<file path="config.mk">
export PLATFORM = sky130hd
export DESIGN_NAME = sacmc_div
export DESIGN_NICKNAME = d
export VERILOG_FILES = /design/src/rtl/sacmc_pkg.sv /design/src/rtl/sacmc_div.sv
export SDC_FILE = /design/constraint.sdc
export NUM_CORES = 1
export LEC_CHECK = 0
export BUFFER_PORTS_ARGS = -buffer_cell sky130_fd_sc_hd__buf_2
export CAP_MARGIN = 20
export CELL_PAD_IN_SITES_DETAIL_PLACEMENT = 0
export CELL_PAD_IN_SITES_GLOBAL_PLACEMENT = 1
export CORE_MARGIN = 8
export CORE_UTILIZATION = 50
export CTS_BUF_LIST = sky130_fd_sc_hd__clkbuf_4 sky130_fd_sc_hd__clkbuf_8
export CTS_CLUSTER_SIZE = 16
export DETAILED_ROUTE_END_ITERATION = 6
export GPL_TIMING_DRIVEN = 0
export PLACE_DENSITY_LB_ADDON = 0.1
export SLEW_MARGIN = 20
export SYNTH_ARGS = -nofsm -noshare
export SYNTH_HDL_FRONTEND = slang
export SYNTH_SLANG_ARGS = --single-unit
export TNS_END_PERCENT = 5
</file>
<file path="constraint.sdc">
create_clock -name i_clk -period 3.9 [get_ports i_clk]
set_clock_uncertainty 0.15 [all_clocks]
set_input_delay 0.195 -clock i_clk [delete_from_list [all_inputs] [get_ports i_clk]]
set_output_delay 0.195 -clock i_clk [all_outputs]
set_load 0.02 [all_outputs]
</file>
<file path="src/rtl/sacmc_pkg.sv">
// Shared types and constants for the set-associative miss classifier.
// No dependencies.
`timescale 1ns / 1ps
package sacmc_pkg;
    localparam int MAX_SETS = 256;
    localparam int MAX_WAYS = 8;
    localparam int SET_W = $clog2(MAX_SETS);
    localparam int WAY_W = $clog2(MAX_WAYS);
    localparam int SETS_CFG_W = 9;
    localparam int WAYS_CFG_W = 4;
    localparam int ENTRY_W = SET_W + WAY_W;
    localparam int ADDR_W = 32;
    localparam int CNT_W = 32;
    localparam logic [15:0] LFSR_TAPS = 16'hB400;

    localparam logic [1:0] KIND_HIT  = 2'd0;
    localparam logic [1:0] KIND_COMP = 2'd1;
    localparam logic [1:0] KIND_CONF = 2'd2;
    localparam logic [1:0] KIND_CAP  = 2'd3;

    localparam logic [1:0] REG_SETS = 2'd0;
    localparam logic [1:0] REG_WAYS = 2'd1;
    localparam logic [1:0] REG_SEED = 2'd2;

    // Divider control from the sequencer toward the divider.
    typedef struct packed {
        logic start;
        logic [ADDR_W-1:0] dividend;
        logic [SETS_CFG_W-1:0] divisor;
    } t_div_req;

    typedef struct packed {
        logic done;
        logic [SETS_CFG_W-1:0] rem;
    } t_div_rsp;
endpackage

</file>
<file path="src/rtl/sacmc_div.sv">
// Restoring remainder unit: one quotient bit per cycle.
// Depends on sacmc_pkg.
`timescale 1ns / 1ps
module sacmc_div (
    input  logic               i_clk,
    input  logic               i_rst_n,
    input  sacmc_pkg::t_div_req i_req,
    output sacmc_pkg::t_div_rsp o_rsp
);
    logic [sacmc_pkg::ADDR_W-1:0] r_num;
    logic [sacmc_pkg::SETS_CFG_W-1:0] r_den;
    logic [sacmc_pkg::SETS_CFG_W:0] r_rem;
    logic [5:0] r_cnt;
    logic r_busy;
    logic r_done;
    logic [sacmc_pkg::SETS_CFG_W:0] n_shift;

    assign n_shift = {r_rem[sacmc_pkg::SETS_CFG_W-1:0], r_num[sacmc_pkg::ADDR_W-1]};

    // Shift in one dividend bit and subtract when it fits.
    always_ff @(posedge i_clk) begin
        if (!i_rst_n) begin
            r_busy <= 1'b0;
            r_done <= 1'b0;
            r_cnt  <= '0;
        end else begin
            r_done <= 1'b0;
            if (i_req.start) begin
                r_num  <= i_req.dividend;
                r_den  <= i_req.divisor;
                r_rem  <= '0;
                r_cnt  <= 6'd0;
                r_busy <= 1'b1;
            end else if (r_busy) begin
                r_num <= {r_num[sacmc_pkg::ADDR_W-2:0], 1'b0};
                if (n_shift >= {1'b0, r_den}) begin
                    r_rem <= n_shift - {1'b0, r_den};
                end else begin
                    r_rem <= n_shift;
                end
                r_cnt <= r_cnt + 6'd1;
                if (r_cnt == 6'(sacmc_pkg::ADDR_W - 1)) begin
                    r_busy <= 1'b0;
                    r_done <= 1'b1;
                end
            end
        end
    end

    assign o_rsp.done = r_done;
    assign o_rsp.rem  = r_rem[sacmc_pkg::SETS_CFG_W-1:0];
endmodule

</file>
==> report_table.html, run 1 <==
<table>
<tr><th>Metric</th><th>Value</th></tr>
<tr><th colspan="2">Critical path</th></tr>
<tr><td>Count of buffering cells on the critical path with inverters included</td><td>2</td></tr>
<tr><td>Critical Path Sink Type</td><td>register</td></tr>
<tr><td>Critical-path cell list</td><td>inv_1 &gt; ha_1 &gt; inv_1 &gt; fa_1 &gt; a211oi_2 &gt; o21ai_4 &gt; a211oi_4 &gt; or4b_1 &gt; a21oi_1</td></tr>
<tr><td>Data required time at the worst endpoint</td><td>3.81 ns</td></tr>
<tr><td>Data arrival time of the critical path</td><td>2.65 ns</td></tr>
<tr><td>Crit start category</td><td>register</td></tr>
<tr><td>Classification of the worst setup path</td><td>reg -&gt; reg</td></tr>
<tr><td>Largest stage delay, worst path</td><td>0.49 ns</td></tr>
<tr><td>Worst path slowest cell</td><td>a211oi_4</td></tr>
<tr><td>Most prevalent standard cell on the critical path</td><td>inv_1</td></tr>
<tr><td>Peak fanout along the critical path</td><td>9</td></tr>
<tr><td>Largest delay share family, worst path</td><td>compound AO/OA/AOI/OAI gates</td></tr>
<tr><th colspan="2">STA</th></tr>
<tr><td>Share of the clock period used by the worst path</td><td>0.702</td></tr>
<tr><td>Number of max-slew violations in the final report</td><td>0</td></tr>
<tr><td>Slew HR</td><td>0.616</td></tr>
<tr><td>Hold Fails Final Rpt</td><td>0</td></tr>
<tr><td>Unrepaired setup endpoints after global routing</td><td>false</td></tr>
<tr><td>Hold slack final</td><td>0.00667 ns</td></tr>
<tr><td>Worst slew pin tran</td><td>0.575 ns</td></tr>
<tr><td>Achievable clock frequency</td><td>365 MHz</td></tr>
<tr><td>Final worst path period need</td><td>2.74 ns</td></tr>
<tr><td>Sum Neg Setup Slack</td><td>0 ns</td></tr>
<tr><td>Slack of the critical path</td><td>1.16 ns</td></tr>
<tr><td>Final count of negative-setup-slack endpoints</td><td>0</td></tr>
<tr><th colspan="2">Power</th></tr>
<tr><td>Sequential fraction of design power</td><td>0.459</td></tr>
<tr><td>Final Total Pwr</td><td>1.61 mW</td></tr>
<tr><td>Cell Pwr Density</td><td>454 nW/µm²</td></tr>
<tr><td>Clk network pwr share</td><td>0.375</td></tr>
<tr><td>Comb pwr share</td><td>0.166</td></tr>
<tr><td>Net switching power</td><td>0.402 mW</td></tr>
<tr><td>Cell Int Power</td><td>1.21 mW</td></tr>
<tr><td>Worst supply voltage drop on vdd</td><td>0.000260 V</td></tr>
<tr><td>Switching fraction of total power</td><td>0.249</td></tr>
<tr><td>Cell leakage power</td><td>1.42 nW</td></tr>
<tr><th colspan="2">Global routing</th></tr>
<tr><td>Pin count of the biggest net entering global routing</td><td>28</td></tr>
<tr><td>Global-route wire length before repair</td><td>9520 µm</td></tr>
<tr><td>Vias in the first global route</td><td>1996</td></tr>
<tr><td>Total congestion overflow</td><td>0</td></tr>
<tr><td>Overall track demand over capacity in global routing</td><td>0.144</td></tr>
<tr><td>Initial antenna violation count</td><td>0</td></tr>
<tr><th colspan="2">Synthesis</th></tr>
<tr><td>Cell type with the highest aggregate area in the netlist</td><td>edfxtp_1</td></tr>
<tr><td>Yosys reg bits</td><td>58</td></tr>
<tr><td>Synthesis Warnings</td><td>0</td></tr>
<tr><td>Number of enable-type register cells in the synthesized netlist</td><td>50</td></tr>
<tr><td>Share of synthesized area occupied by flip-flops and latches</td><td>0.583</td></tr>
<tr><td>Post-synth net total</td><td>266</td></tr>
<tr><td>Fraction of synthesis flops using an asynchronous set or reset pin</td><td>0</td></tr>
<tr><td>Instance count of the mapped netlist</td><td>211</td></tr>
<tr><td>Cell Area, Synth</td><td>2850 µm²</td></tr>
<tr><td>Syn avg cell area</td><td>13.5 µm²</td></tr>
<tr><td>Post-synth top area share</td><td>0.527</td></tr>
<tr><td>Count of cell types in the netlist</td><td>46</td></tr>
<tr><td>Most used DFF post-synth</td><td>edfxtp_1</td></tr>
<tr><td>Top cells by area, synth</td><td>edfxtp_1 (53%), mux2_2 (12%), dfxtp_1 (5.6%), ha_1 (4.4%), a21oi_1 (1.9%)</td></tr>
<tr><th colspan="2">Floorplan</th></tr>
<tr><td>Placeable core region</td><td>5510 µm²</td></tr>
<tr><td>Effective utilization at floorplan</td><td>0.518</td></tr>
<tr><td>Core Rows</td><td>27</td></tr>
<tr><td>Die X-Extent</td><td>91.5 µm</td></tr>
<tr><td>Die Y</td><td>91.5 µm</td></tr>
<tr><td>Die area</td><td>8370 µm²</td></tr>
<tr><td>I/O Pins</td><td>54</td></tr>
<tr><th colspan="2">Drt</th></tr>
<tr><td>Post-detailed-routing wire length</td><td>5570 µm</td></tr>
<tr><td>Routed WL per cell</td><td>15.3 µm</td></tr>
<tr><td>Post-route DRC violation count</td><td>0</td></tr>
<tr><td>Routed wl met2</td><td>2510 µm</td></tr>
<tr><td>Average vias per placed instance</td><td>5.22</td></tr>
<tr><td>DR top layer</td><td>met4</td></tr>
<tr><td>Routed length on met3</td><td>323 µm</td></tr>
<tr><td>Post-route ant nets</td><td>0</td></tr>
<tr><td>Vias post-DR</td><td>1901</td></tr>
<tr><td>DRT Pass-1 Iters</td><td>4</td></tr>
<tr><td>Wire length the detailed router placed on met1</td><td>2630 µm</td></tr>
<tr><td>Initial detailed-routing violation count</td><td>113</td></tr>
<tr><th colspan="2">Clock network</th></tr>
<tr><td>Clock transition at the register clock pins on the worst setup and hold paths after CTS</td><td>0.07 ns</td></tr>
<tr><td>Count of clock tree sinks</td><td>58</td></tr>
<tr><td>Worst-Skew Late Latency</td><td>0.34 ns</td></tr>
<tr><td>Clock buffer depth</td><td>2</td></tr>
<tr><td>H-tree depth</td><td>3</td></tr>
<tr><td>Root buffer cell</td><td>clkbuf_8</td></tr>
<tr><td>Num CTS Buffers</td><td>9</td></tr>
<tr><td>Number of gates resized after cts</td><td>0</td></tr>
<tr><td>TritonCTS clock tree</td><td>built</td></tr>
<tr><th colspan="2">Placement</th></tr>
<tr><td>Input/output buffers</td><td>52</td></tr>
<tr><td># placed instances</td><td>336</td></tr>
<tr><td>RePlAce Congestion</td><td>0.818</td></tr>
<tr><td>Pre-CTS setup slack</td><td>1.19 ns</td></tr>
<tr><td>Post-detailed-placement half-perimeter wirelength</td><td>3880 µm</td></tr>
<tr><th colspan="2">Min path</th></tr>
<tr><td>Hold Crit Class</td><td>in -&gt; reg</td></tr>
<tr><th colspan="2">Final layout</th></tr>
<tr><td>Area taken by flip-flops and latches</td><td>1660 µm²</td></tr>
<tr><td>Total area of multi-input combinational cells</td><td>1110 µm²</td></tr>
<tr><td>Post-layout instance count excluding filler cells</td><td>364</td></tr>
<tr><td>Antenna cells</td><td>0</td></tr>
<tr><td>Filler cells</td><td>462</td></tr>
<tr><td>Most frequent cells in the layout</td><td>buf_2 (52), edfxtp_1 (50), mux2_2 (31), nor2_1 (13)</td></tr>
<tr><td>Area added between synthesis and finish</td><td>24.7%</td></tr>
<tr><td>Nets</td><td>342</td></tr>
<tr><td>Layout cells sized above 1</td><td>0.373</td></tr>
<tr><td>Most common cell after layout, fill and taps aside</td><td>buf_2</td></tr>
<tr><th colspan="2">Status</th></tr>
<tr><td>Status</td><td>finished clean</td></tr>
<tr><th colspan="2">Job</th></tr>
<tr><td>Number of violations of the max-capacitance limit</td><td>0</td></tr>
</table>
cell type report:
class | instances | share of cell area
Timing Repair Buffer | 65 | 0.113
Clock inverter | 6 | 0.0229
Inverter | 12 | 0.0127
Multi-Input combinational cell | 134 | 0.314
Tap cell | 72 | 0.0253
Buffer | 7 | 0.00845
Clock buffer | 10 | 0.0370
Sequential cell | 58 | 0.467
per-layer routing:
metal / track usage / vias up
li1: - / 945
met1: 0.183 / 894
met2: 0.211 / 52
met3: 0.0519 / 10
met4: 0.0696 / 0
met5: 0 / -
stage by stage:
| stage | util | area (µm²) |
|---|---|---|
| 2_1_floorplan | - | 2850 |
| 3_3_place_gp | 0.581 | 3200 |
| 3_5_place_dp | 0.585 | 3220 |
| 4_1_cts | 0.646 | 3550 |
| 5_1_grt | 0.646 | 3550 |
| 6_report | 0.646 | 3550 |
power groups by stage:
stage,logic [mW],registers (mW),clock network [mW]
after floorplan,0.177,0.762,0
after global placement,0.251,0.755,0
after detailed placement,0.258,0.754,0
after CTS,0.269,0.741,0.613
after global routing,0.301,0.746,0.637
final,0.267,0.741,0.605
worst reg2reg max path, cell delays in order (launching register included):
cell	delay, ns
edfxtp_1	0.36
inv_1	0.09
ha_1	0.17
inv_1	0.05
fa_1	0.43
a211oi_2	0.32
o21ai_4	0.13
a211oi_4	0.49
or4b_1	0.21
a21oi_1	0.06
synthesized netlist by cell type (all sizes together), types with 2 or more instances:
| library cell | n |
|---|---|
| a211o | 3 |
| a21oi | 11 |
| xnor2 | 2 |
| a21o | 2 |
| ha | 10 |
| and3 | 2 |
| buf | 3 |
| xor2 | 4 |
| nand2 | 9 |
| nand2b | 3 |
| nand4 | 5 |
| and2 | 3 |
| nor2 | 13 |
| edfxtp | 50 |
| mux2 | 32 |
| a211oi | 3 |
| o21ai | 7 |
| mux2i | 4 |
| nor3 | 5 |
| dfxtp | 8 |
| clkbuf | 4 |
| nand3 | 2 |
| o211ai | 2 |
| inv | 12 |
kinds of logic after synthesis:
group / synth area share
AND/OR/NAND/NOR: 0.0904
flip-flops: 0.583
AO/OA/AOI/OAI: 0.0904
multiplexers: 0.140
XOR/XNOR: 0.0184
adder cells (fa/ha/maj): 0.0509
buffers and inverters: 0.0263
registers in the layout (all words and copies together) (netlist names):
name	flops
r_num	32
r_busy	1
r_den	9
r_done	1
r_rem	9
r_cnt	6
worst paths after layout:
| kind | start | end | slack, ns | depth (start not counted) |
|---|---|---|---|---|
| max | r_num[31]$_DFFE_PP_ | r_rem[7]$_SDFFCE_PP0P_ | 1.16 | 9 |
| min | i_req[16] | r_num[7]$_DFFE_PP_ | 0.007 | 2 |
| max reg2reg | r_num[31]$_DFFE_PP_ | r_rem[7]$_SDFFCE_PP0P_ | 1.16 | 9 |
| min reg2reg | r_cnt[5]$_SDFFE_PP0P_ | r_done$_SDFF_PP0_ | 0.32 | 1 |
what timing repair did:
action	in CTS	in global routing
hold buffers	12	0
endpoints found under the hold margin	12	0
buffers inserted	0	0
Note: power is estimated with default switching activity, not from simulation.
==> run 2, diff against run 1 <==
Settings changed: CORE_UTILIZATION 50 to 46.
Clock period 3.9 ns to 2.75 ns, I/O delays scaled along.
==> run 2 against run 1 <==
  * Worst hold slack better by 0.083 ns
  * Critical path depth unchanged
  * Setup slack got worse by 1.0 ns
  * Total power grew 43%
  * Global-route usage decreased by 0.53 points
  * First-iteration DRC count shrank 34%
  * Die area grew 7.2%
  * Critical endpoint is now r_rem[0]$_SDFFCE_PP0P_
  * Final cell count is 9.3% higher
  * Combinational power is 57% higher
  * Largest power group unchanged
  * Sequential power grew 42%
==> report_table.html, run 2 (synthesized netlist as in run 1, its figures left out) <==
<table>
<tr><th>Metric</th><th>Value</th></tr>
<tr><th colspan="2">Power</th></tr>
<tr><td>Worst supply voltage drop on vdd</td><td>0.000355 V (+37%)</td></tr>
<tr><td>Cell Int Power</td><td>1.75 mW (+45%)</td></tr>
<tr><td>Cell Pwr Density</td><td>597 nW/µm² (+31%)</td></tr>
<tr><td>Clk network pwr share</td><td>0.364 (-0.011)</td></tr>
<tr><td>Net switching power</td><td>0.557 mW (+39%)</td></tr>
<tr><td>Comb pwr share</td><td>0.181 (+0.015)</td></tr>
<tr><td>Switching fraction of total power</td><td>0.241 (-0.00771)</td></tr>
<tr><td>Cell leakage power</td><td>1.55 nW (+9.3%)</td></tr>
<tr><td>Sequential fraction of design power</td><td>0.455 (-0.004)</td></tr>
<tr><th colspan="2">Floorplan</th></tr>
<tr><td>I/O Pins</td><td>54 (unchanged)</td></tr>
<tr><td>Core Rows</td><td>28 (+3.7%)</td></tr>
<tr><td>Effective utilization at floorplan</td><td>0.479 (-0.0390)</td></tr>
<tr><td>Die X-Extent</td><td>94.7 µm (+3.5%)</td></tr>
<tr><td>Die area</td><td>8970 µm² (+7.2%)</td></tr>
<tr><td>Placeable core region</td><td>5960 µm² (+8.2%)</td></tr>
<tr><td>Die Y</td><td>94.7 µm (+3.5%)</td></tr>
<tr><th colspan="2">Min path</th></tr>
<tr><td>Hold Crit Class</td><td>in -&gt; reg</td></tr>
<tr><td>Count of cells along the worst hold path</td><td>3 (+1)</td></tr>
<tr><th colspan="2">STA</th></tr>
<tr><td>Number of max-slew violations in the final report</td><td>0 (unchanged)</td></tr>
<tr><td>Slack of the critical path</td><td>0.127 ns (-1.03 ns)</td></tr>
<tr><td>Worst slew pin tran</td><td>0.639 ns (+0.0632 ns)</td></tr>
<tr><td>Unrepaired setup endpoints after global routing</td><td>true</td></tr>
<tr><td>Share of the clock period used by the worst path</td><td>0.954 (+0.252)</td></tr>
<tr><td>Hold Fails Final Rpt</td><td>0 (unchanged)</td></tr>
<tr><td>Final worst path period need</td><td>2.62 ns (-0.115 ns)</td></tr>
<tr><td>Final count of negative-setup-slack endpoints</td><td>0 (unchanged)</td></tr>
<tr><td>Achievable clock frequency</td><td>381 MHz (+4.4%)</td></tr>
<tr><td>Slew HR</td><td>0.574 (-0.0421)</td></tr>
<tr><th colspan="2">Drt</th></tr>
<tr><td>Average vias per placed instance</td><td>5.01 (-4.1%)</td></tr>
<tr><td>Routed WL per cell</td><td>14.4 µm (-6.0%)</td></tr>
<tr><td>Post-route ant nets</td><td>0 (unchanged)</td></tr>
<tr><td>Vias post-DR</td><td>1994 (+4.9%)</td></tr>
<tr><td>Post-detailed-routing wire length</td><td>5720 µm (+2.7%)</td></tr>
<tr><td>Initial detailed-routing violation count</td><td>75 (-34%)</td></tr>
<tr><td>DRT Pass-1 Iters</td><td>4 (unchanged)</td></tr>
<tr><td>Post-route DRC violation count</td><td>0 (unchanged)</td></tr>
<tr><th colspan="2">Global routing</th></tr>
<tr><td>Overall track demand over capacity in global routing</td><td>0.139 (-0.00528)</td></tr>
<tr><td>Pin count of the biggest net entering global routing</td><td>24 (-14%)</td></tr>
<tr><td>Vias in the first global route</td><td>2076 (+4.0%)</td></tr>
<tr><td>Initial antenna violation count</td><td>0 (unchanged)</td></tr>
<tr><td>Total congestion overflow</td><td>0 (unchanged)</td></tr>
<tr><td>Global-route wire length before repair</td><td>9540 µm (+0.14%)</td></tr>
<tr><th colspan="2">Final layout</th></tr>
<tr><td>Post-Route Utilization</td><td>0.650 (+0.00489)</td></tr>
<tr><td>Largest register FFs</td><td>32 (unchanged)</td></tr>
<tr><td>Top Registers</td><td>r_num (32), r_den (9), r_rem (9)</td></tr>
<tr><td>Most frequent cells in the layout</td><td>buf_2 (52), edfxtp_1 (50), dlygate4sd3_1 (41), mux2_2 (31), nor2_1 (13)</td></tr>
<tr><td>Area added between synthesis and finish</td><td>35.9%</td></tr>
<tr><td>Antenna cells</td><td>0 (unchanged)</td></tr>
<tr><td>Final non-filler cell area</td><td>3870 µm² (+9.0%)</td></tr>
<tr><td>Layout cells sized above 1</td><td>0.350 (-0.0234)</td></tr>
<tr><td>Post-layout instance count excluding filler cells</td><td>398 (+9.3%)</td></tr>
<tr><td>Total area of multi-input combinational cells</td><td>1120 µm² (+0.22%)</td></tr>
<tr><td>Register ranked first by flip-flop count</td><td>r_num</td></tr>
<tr><td>Filler cells</td><td>498 (+7.8%)</td></tr>
<tr><td>Area taken by flip-flops and latches</td><td>1660 µm² (unchanged)</td></tr>
<tr><td>Most common cell after layout, fill and taps aside</td><td>buf_2</td></tr>
<tr><td>Nets</td><td>373 (+9.1%)</td></tr>
<tr><th colspan="2">Critical path</th></tr>
<tr><td>Data required time at the worst endpoint</td><td>2.76 ns (-1.05 ns)</td></tr>
<tr><td>Data arrival time of the critical path</td><td>2.63 ns (-0.02 ns)</td></tr>
<tr><td>R2R depth</td><td>9 (unchanged)</td></tr>
<tr><td>Critical Path Sink Type</td><td>register</td></tr>
<tr><td>Peak fanout along the critical path</td><td>5 (-4)</td></tr>
<tr><td>Classification of the worst setup path</td><td>reg -&gt; reg</td></tr>
<tr><td>Crit start category</td><td>register</td></tr>
<tr><th colspan="2">Placement</th></tr>
<tr><td>RePlAce Congestion</td><td>0.777 (-5.0%)</td></tr>
<tr><td># placed instances</td><td>339 (+0.89%)</td></tr>
<tr><td>Input/output buffers</td><td>52 (unchanged)</td></tr>
<tr><td>Pre-CTS setup slack</td><td>-0.00424 ns (-1.20 ns)</td></tr>
<tr><td>Post-detailed-placement half-perimeter wirelength</td><td>3880 µm (+0.11%)</td></tr>
<tr><td>DP Area</td><td>3230 µm² (+0.35%)</td></tr>
<tr><th colspan="2">Clock network</th></tr>
<tr><td>TritonCTS clock tree</td><td>built</td></tr>
<tr><td>Num CTS Buffers</td><td>9 (unchanged)</td></tr>
<tr><td>Count of clock tree sinks</td><td>58 (unchanged)</td></tr>
<tr><td>Clock buffer depth</td><td>2 (unchanged)</td></tr>
<tr><td>Clock transition at the register clock pins on the worst setup and hold paths after CTS</td><td>0.06 ns (about the same)</td></tr>
<tr><td>Worst-Skew Late Latency</td><td>0.33 ns (about the same)</td></tr>
<tr><td>H-tree depth</td><td>3 (unchanged)</td></tr>
<tr><td>Root buffer cell</td><td>clkbuf_8</td></tr>
<tr><th colspan="2">Job</th></tr>
<tr><td>Number of violations of the max-capacitance limit</td><td>0 (unchanged)</td></tr>
<tr><th colspan="2">Status</th></tr>
<tr><td>Status</td><td>finished clean</td></tr>
</table>
-- run 2: cell count changes in the layout (fill, tap and decap cells not counted), sizes merged --
cell	previous run	this run
dlygate4sd3	12	41
buf	56	58
clkinv	4	3
clkinvlp	0	1
-- run 2: worst max-delay path, cell delays in order, from the launching register on --
cell and delay, ns:
edfxtp_1 0.36, inv_1 0.10, ha_1 0.18, inv_1 0.05, fa_1 0.43, a211oi_2 0.30, o21ai_4 0.13, a211o_1 0.39
and2_0 0.18, a211oi_1 0.19
-- run 2: per-layer routing --
metal / vias to the layer above / wire length (µm) / track usage
met2: 44 / 2740 / 0.226
met4: 0 / 108 / 0.0637
li1: 1004 / - / -
met3: 10 / 302 / 0.0500
met5: - / 0 / 0
met1: 936 / 2570 / 0.160
-- run 2: layout make-up --
| type | instances | share of cell area |
|---|---|---|
| Inverter | 12 | 0.0116 |
| Timing Repair Buffer | 96 | 0.184 |
| Buffer | 7 | 0.00775 |
| Clock inverter | 6 | 0.0210 |
| Sequential cell | 58 | 0.429 |
| Multi-Input combinational cell | 134 | 0.288 |
| Clock buffer | 10 | 0.0339 |
| Tap cell | 75 | 0.0242 |
-- run 2: what timing repair did --
item                       in CTS  in global routing
setup endpoints to repair       3                  5
setup buffers                   0                  2
resized for setup               0                  1
hold buffers                   41                  0
hold endpoints to repair       41                  0
pin swaps                       1                  1
-- run 2: path summary, 6_finish.rpt --
path,start,end,slack (ns)
hold / removal,i_rst_n,r_cnt[5]$_SDFFE_PP0P_,0.09
setup reg to reg,r_num[31]$_DFFE_PP_,r_rem[0]$_SDFFCE_PP0P_,0.13
setup / recovery,r_num[31]$_DFFE_PP_,r_rem[0]$_SDFFCE_PP0P_,0.13
hold reg to reg,r_cnt[5]$_SDFFE_PP0P_,r_done$_SDFF_PP0_,0.33
-- run 2: per-stage QoR --
stage	setup TNS (ns)	hold WS, ns	total power, mW
after floorplan	0	0.0864	1.33
after global placement	0	0.165	1.43
after detailed placement	-0.00424	0.166	1.44
after CTS	0	0.0872	2.32
after global routing	-0.0178	0.120	2.42
final	0	0.0895	2.31
-- run 2: power by group through the flow --
stage	combinational (mW)	sequential (mW)	clock, mW
after global routing	0.465	1.06	0.898
after CTS	0.414	1.05	0.857
after detailed placement	0.369	1.07	0
after floorplan	0.251	1.08	0
final	0.418	1.05	0.841
after global placement	0.359	1.07	0
==> run 3, diff against run 2 <==
--- a/config.mk
+++ b/config.mk
@@ -17,3 +17,4 @@
 export GPL_TIMING_DRIVEN = 0
-export PLACE_DENSITY_LB_ADDON = 0.1
+export PLACE_DENSITY = 0.84
+export REMOVE_ABC_BUFFERS = 1
 export SLEW_MARGIN = 20
==> constraint.sdc (replaced) <==
create_clock -name i_clk -period 2.75 [get_ports i_clk]
set_clock_uncertainty 0.15 [all_clocks]
set_input_delay 0.55 -clock i_clk [delete_from_list [all_inputs] [get_ports i_clk]]
set_output_delay 0.55 -clock i_clk [all_outputs]
set_load 0.02 [all_outputs]
==> run 3 against run 2 <==
  * Setup slack got worse by 0.0042 ns
  * Maximum frequency fell by 0.16%
  * Register-to-register slack barely moved
  * Routed wire length fell by 7.2%
  * Sequential power barely moved
  * Critical path type unchanged
  * Core utilization fell by 7.8 points
  * Non-clock buffer count fell by 45
  * Via count fell by 9.2%
  * Largest power group unchanged
  * Final cell count fell by 11%
==> report_table.html, run 3 (synthesized netlist as in run 1, its figures left out) <==
<table>
<tr><th>Metric</th><th>Value</th></tr>
<tr><th colspan="2">Status</th></tr>
<tr><td>Status</td><td>finished clean</td></tr>
<tr><th colspan="2">Floorplan</th></tr>
<tr><td>Die area</td><td>8970 µm² (unchanged)</td></tr>
<tr><td>Die X-Extent</td><td>94.7 µm (unchanged)</td></tr>
<tr><td>Effective utilization at floorplan</td><td>0.479 (unchanged)</td></tr>
<tr><td>Placeable core region</td><td>5960 µm² (unchanged)</td></tr>
<tr><td>Die Y</td><td>94.7 µm (unchanged)</td></tr>
<tr><td>I/O Pins</td><td>54 (unchanged)</td></tr>
<tr><td>Core Rows</td><td>28 (unchanged)</td></tr>
<tr><th colspan="2">STA</th></tr>
<tr><td>Final worst path period need</td><td>2.63 ns (+0.00420 ns)</td></tr>
<tr><td>Achievable clock frequency</td><td>381 MHz (-0.16%)</td></tr>
<tr><td>Number of max-slew violations in the final report</td><td>0 (unchanged)</td></tr>
<tr><td>Share of the clock period used by the worst path</td><td>0.955 (+0.00153)</td></tr>
<tr><td>Sum Neg Setup Slack</td><td>0 ns (unchanged)</td></tr>
<tr><td>Hold Fails Final Rpt</td><td>0 (unchanged)</td></tr>
<tr><td>Unrepaired setup endpoints after global routing</td><td>false</td></tr>
<tr><td>Worst slew pin tran</td><td>0.912 ns (+0.273 ns)</td></tr>
<tr><td>Final count of negative-setup-slack endpoints</td><td>0 (unchanged)</td></tr>
<tr><td>Slew HR</td><td>0.392 (-0.182)</td></tr>
<tr><th colspan="2">Clock network</th></tr>
<tr><td>Root buffer cell</td><td>clkbuf_8</td></tr>
<tr><td>TritonCTS clock tree</td><td>built</td></tr>
<tr><td>H-tree depth</td><td>3 (unchanged)</td></tr>
<tr><td>Clock transition at the register clock pins on the worst setup and hold paths after CTS</td><td>0.06 ns (about the same)</td></tr>
<tr><td>Count of hold-fix buffers inserted at cts</td><td>0 (-100%)</td></tr>
<tr><td>Num CTS Buffers</td><td>9 (unchanged)</td></tr>
<tr><td>Worst-Skew Late Latency</td><td>0.34 ns (about the same)</td></tr>
<tr><td>Count of clock tree sinks</td><td>58 (unchanged)</td></tr>
<tr><td>Clock buffer depth</td><td>2 (unchanged)</td></tr>
<tr><th colspan="2">Power</th></tr>
<tr><td>Worst supply voltage drop on vdd</td><td>0.000558 V (+57%)</td></tr>
<tr><td>Final Total Pwr</td><td>2.09 mW (-9.5%)</td></tr>
<tr><td>Cell leakage power</td><td>1.36 nW (-12%)</td></tr>
<tr><td>Cell Pwr Density</td><td>613 nW/µm² (+2.8%)</td></tr>
<tr><th colspan="2">Global routing</th></tr>
<tr><td>Pin count of the biggest net entering global routing</td><td>46 (+92%)</td></tr>
<tr><td>Initial antenna violation count</td><td>0 (unchanged)</td></tr>
<tr><td>Global-route wire length before repair</td><td>8760 µm (-8.1%)</td></tr>
<tr><td>Vias in the first global route</td><td>1897 (-8.6%)</td></tr>
<tr><td>Overall track demand over capacity in global routing</td><td>0.128 (-0.0105)</td></tr>
<tr><td>Total congestion overflow</td><td>0 (unchanged)</td></tr>
<tr><th colspan="2">Drt</th></tr>
<tr><td>Initial detailed-routing violation count</td><td>57 (-24%)</td></tr>
<tr><td>Average vias per placed instance</td><td>5.13 (+2.3%)</td></tr>
<tr><td>Post-detailed-routing wire length</td><td>5310 µm (-7.2%)</td></tr>
<tr><td>Post-route ant nets</td><td>0 (unchanged)</td></tr>
<tr><td>DRT Pass-1 Iters</td><td>5 (+1)</td></tr>
<tr><td>Post-route DRC violation count</td><td>0 (unchanged)</td></tr>
<tr><td>Routed WL per cell</td><td>15.0 µm (+4.6%)</td></tr>
<tr><td>Vias post-DR</td><td>1810 (-9.2%)</td></tr>
<tr><th colspan="2">Final layout</th></tr>
<tr><td>Top Registers</td><td>r_num (32), r_den (9), r_rem (9)</td></tr>
<tr><td>Most frequent cells in the layout</td><td>buf_2 (53), edfxtp_1 (50), mux2_2 (31), nor2_1 (13), inv_1 (12)</td></tr>
<tr><td>Nets</td><td>328 (-12%)</td></tr>
<tr><td>Post-layout instance count excluding filler cells</td><td>353 (-11%)</td></tr>
<tr><td>Layout cells sized above 1</td><td>0.410 (+0.0602)</td></tr>
<tr><td>Largest register FFs</td><td>32 (unchanged)</td></tr>
<tr><td>Register ranked first by flip-flop count</td><td>r_num</td></tr>
<tr><td>Area added between synthesis and finish</td><td>19.7%</td></tr>
<tr><td>Final non-filler cell area</td><td>3410 µm² (-12%)</td></tr>
<tr><td>Most common cell after layout, fill and taps aside</td><td>buf_2</td></tr>
<tr><td>Antenna cells</td><td>0 (unchanged)</td></tr>
<tr><th colspan="2">Placement</th></tr>
<tr><td># placed instances</td><td>333 (-1.8%)</td></tr>
<tr><td>DP Area</td><td>3210 µm² (-0.77%)</td></tr>
<tr><td>RePlAce Congestion</td><td>0.796 (+2.5%)</td></tr>
<tr><td>Post-detailed-placement half-perimeter wirelength</td><td>3790 µm (-2.4%)</td></tr>
<tr><td>Input/output buffers</td><td>53 (+1.9%)</td></tr>
<tr><th colspan="2">Min path</th></tr>
<tr><td>Hold Crit Class</td><td>in -&gt; reg</td></tr>
<tr><th colspan="2">Critical path</th></tr>
<tr><td>Critical Path Sink Type</td><td>register</td></tr>
<tr><td>Data required time at the worst endpoint</td><td>2.66 ns (-0.10 ns)</td></tr>
<tr><td>Classification of the worst setup path</td><td>reg -&gt; reg</td></tr>
<tr><td>Peak fanout along the critical path</td><td>5 (unchanged)</td></tr>
<tr><td>Data arrival time of the critical path</td><td>2.53 ns (-0.10 ns)</td></tr>
<tr><td>Crit start category</td><td>register</td></tr>
<tr><th colspan="2">Job</th></tr>
<tr><td>Number of violations of the max-capacitance limit</td><td>0 (unchanged)</td></tr>
</table>
[run 3: area by class of cell]
class	instances	area, µm²
fill	526	2540
sequential	58	1660
multi-input combinational	134	1130
timing repair buffer	58	323
clock buffer	11	139
tap	75	93.8
inverter	12	45.0
clock inverter	5	21.3
[run 3: timing repair]
| item | CTS | global route |
|---|---|---|
| pin swaps | 1 | 1 |
| setup endpoints to repair | 2 | 5 |
| gates resized for setup | 0 | 3 |
| setup buffers | 3 | 1 |
| hold endpoints to repair | 0 | 0 |
[run 3: per-layer routing]
layer	up-vias	share of wire	track usage
met1	842	0.42	0.139
met3	10	0.073	0.0516
met2	47	0.49	0.209
met4	0	0.016	0.0741
li1	911	-	-
met5	-	0	0
[run 3: power breakdown]
part / internal [mW] / leakage (nW) / switching (mW)
Sequential: 1.03 / 0.542 / 0.0225
Clock: 0.334 / 0.0864 / 0.322
Combinational: 0.181 / 0.727 / 0.202
[run 3: worst max-delay path: stages (launching register included)]
cell and delay (ns):
edfxtp_1 0.37, inv_1 0.08, ha_1 0.17, inv_1 0.06, fa_2 0.38, a211oi_4 0.31
o21ai_4 0.12, a211oi_4 0.24, buf_4 0.17, mux2i_1 0.22, nor2_1 0.06
[run 3: worst paths after layout]
path	from	end	slack, ns	cells after the start
worst min register to register	r_cnt[5]$_SDFFE_PP0P_	r_done$_SDFF_PP0_	0.33	1
worst max register to register	r_num[31]$_DFFE_PP_	r_rem[1]$_SDFFCE_PP0P_	0.12	10
worst min-delay path	i_req[7]	r_den[7]$_DFFE_PP_	0.24	1
worst max-delay path	r_num[31]$_DFFE_PP_	r_rem[1]$_SDFFCE_PP0P_	0.12	10
[run 3: stage by stage]
stage,util,hold slack (ns),setup WS [ns]
floorplan,-,0.281,0.127
global placement,0.534,0.319,-0.589
detailed placement,0.539,0.308,-0.0509
CTS,0.569,0.221,0.0762
global route,0.573,0.217,0.0266
finish,0.573,0.235,0.123
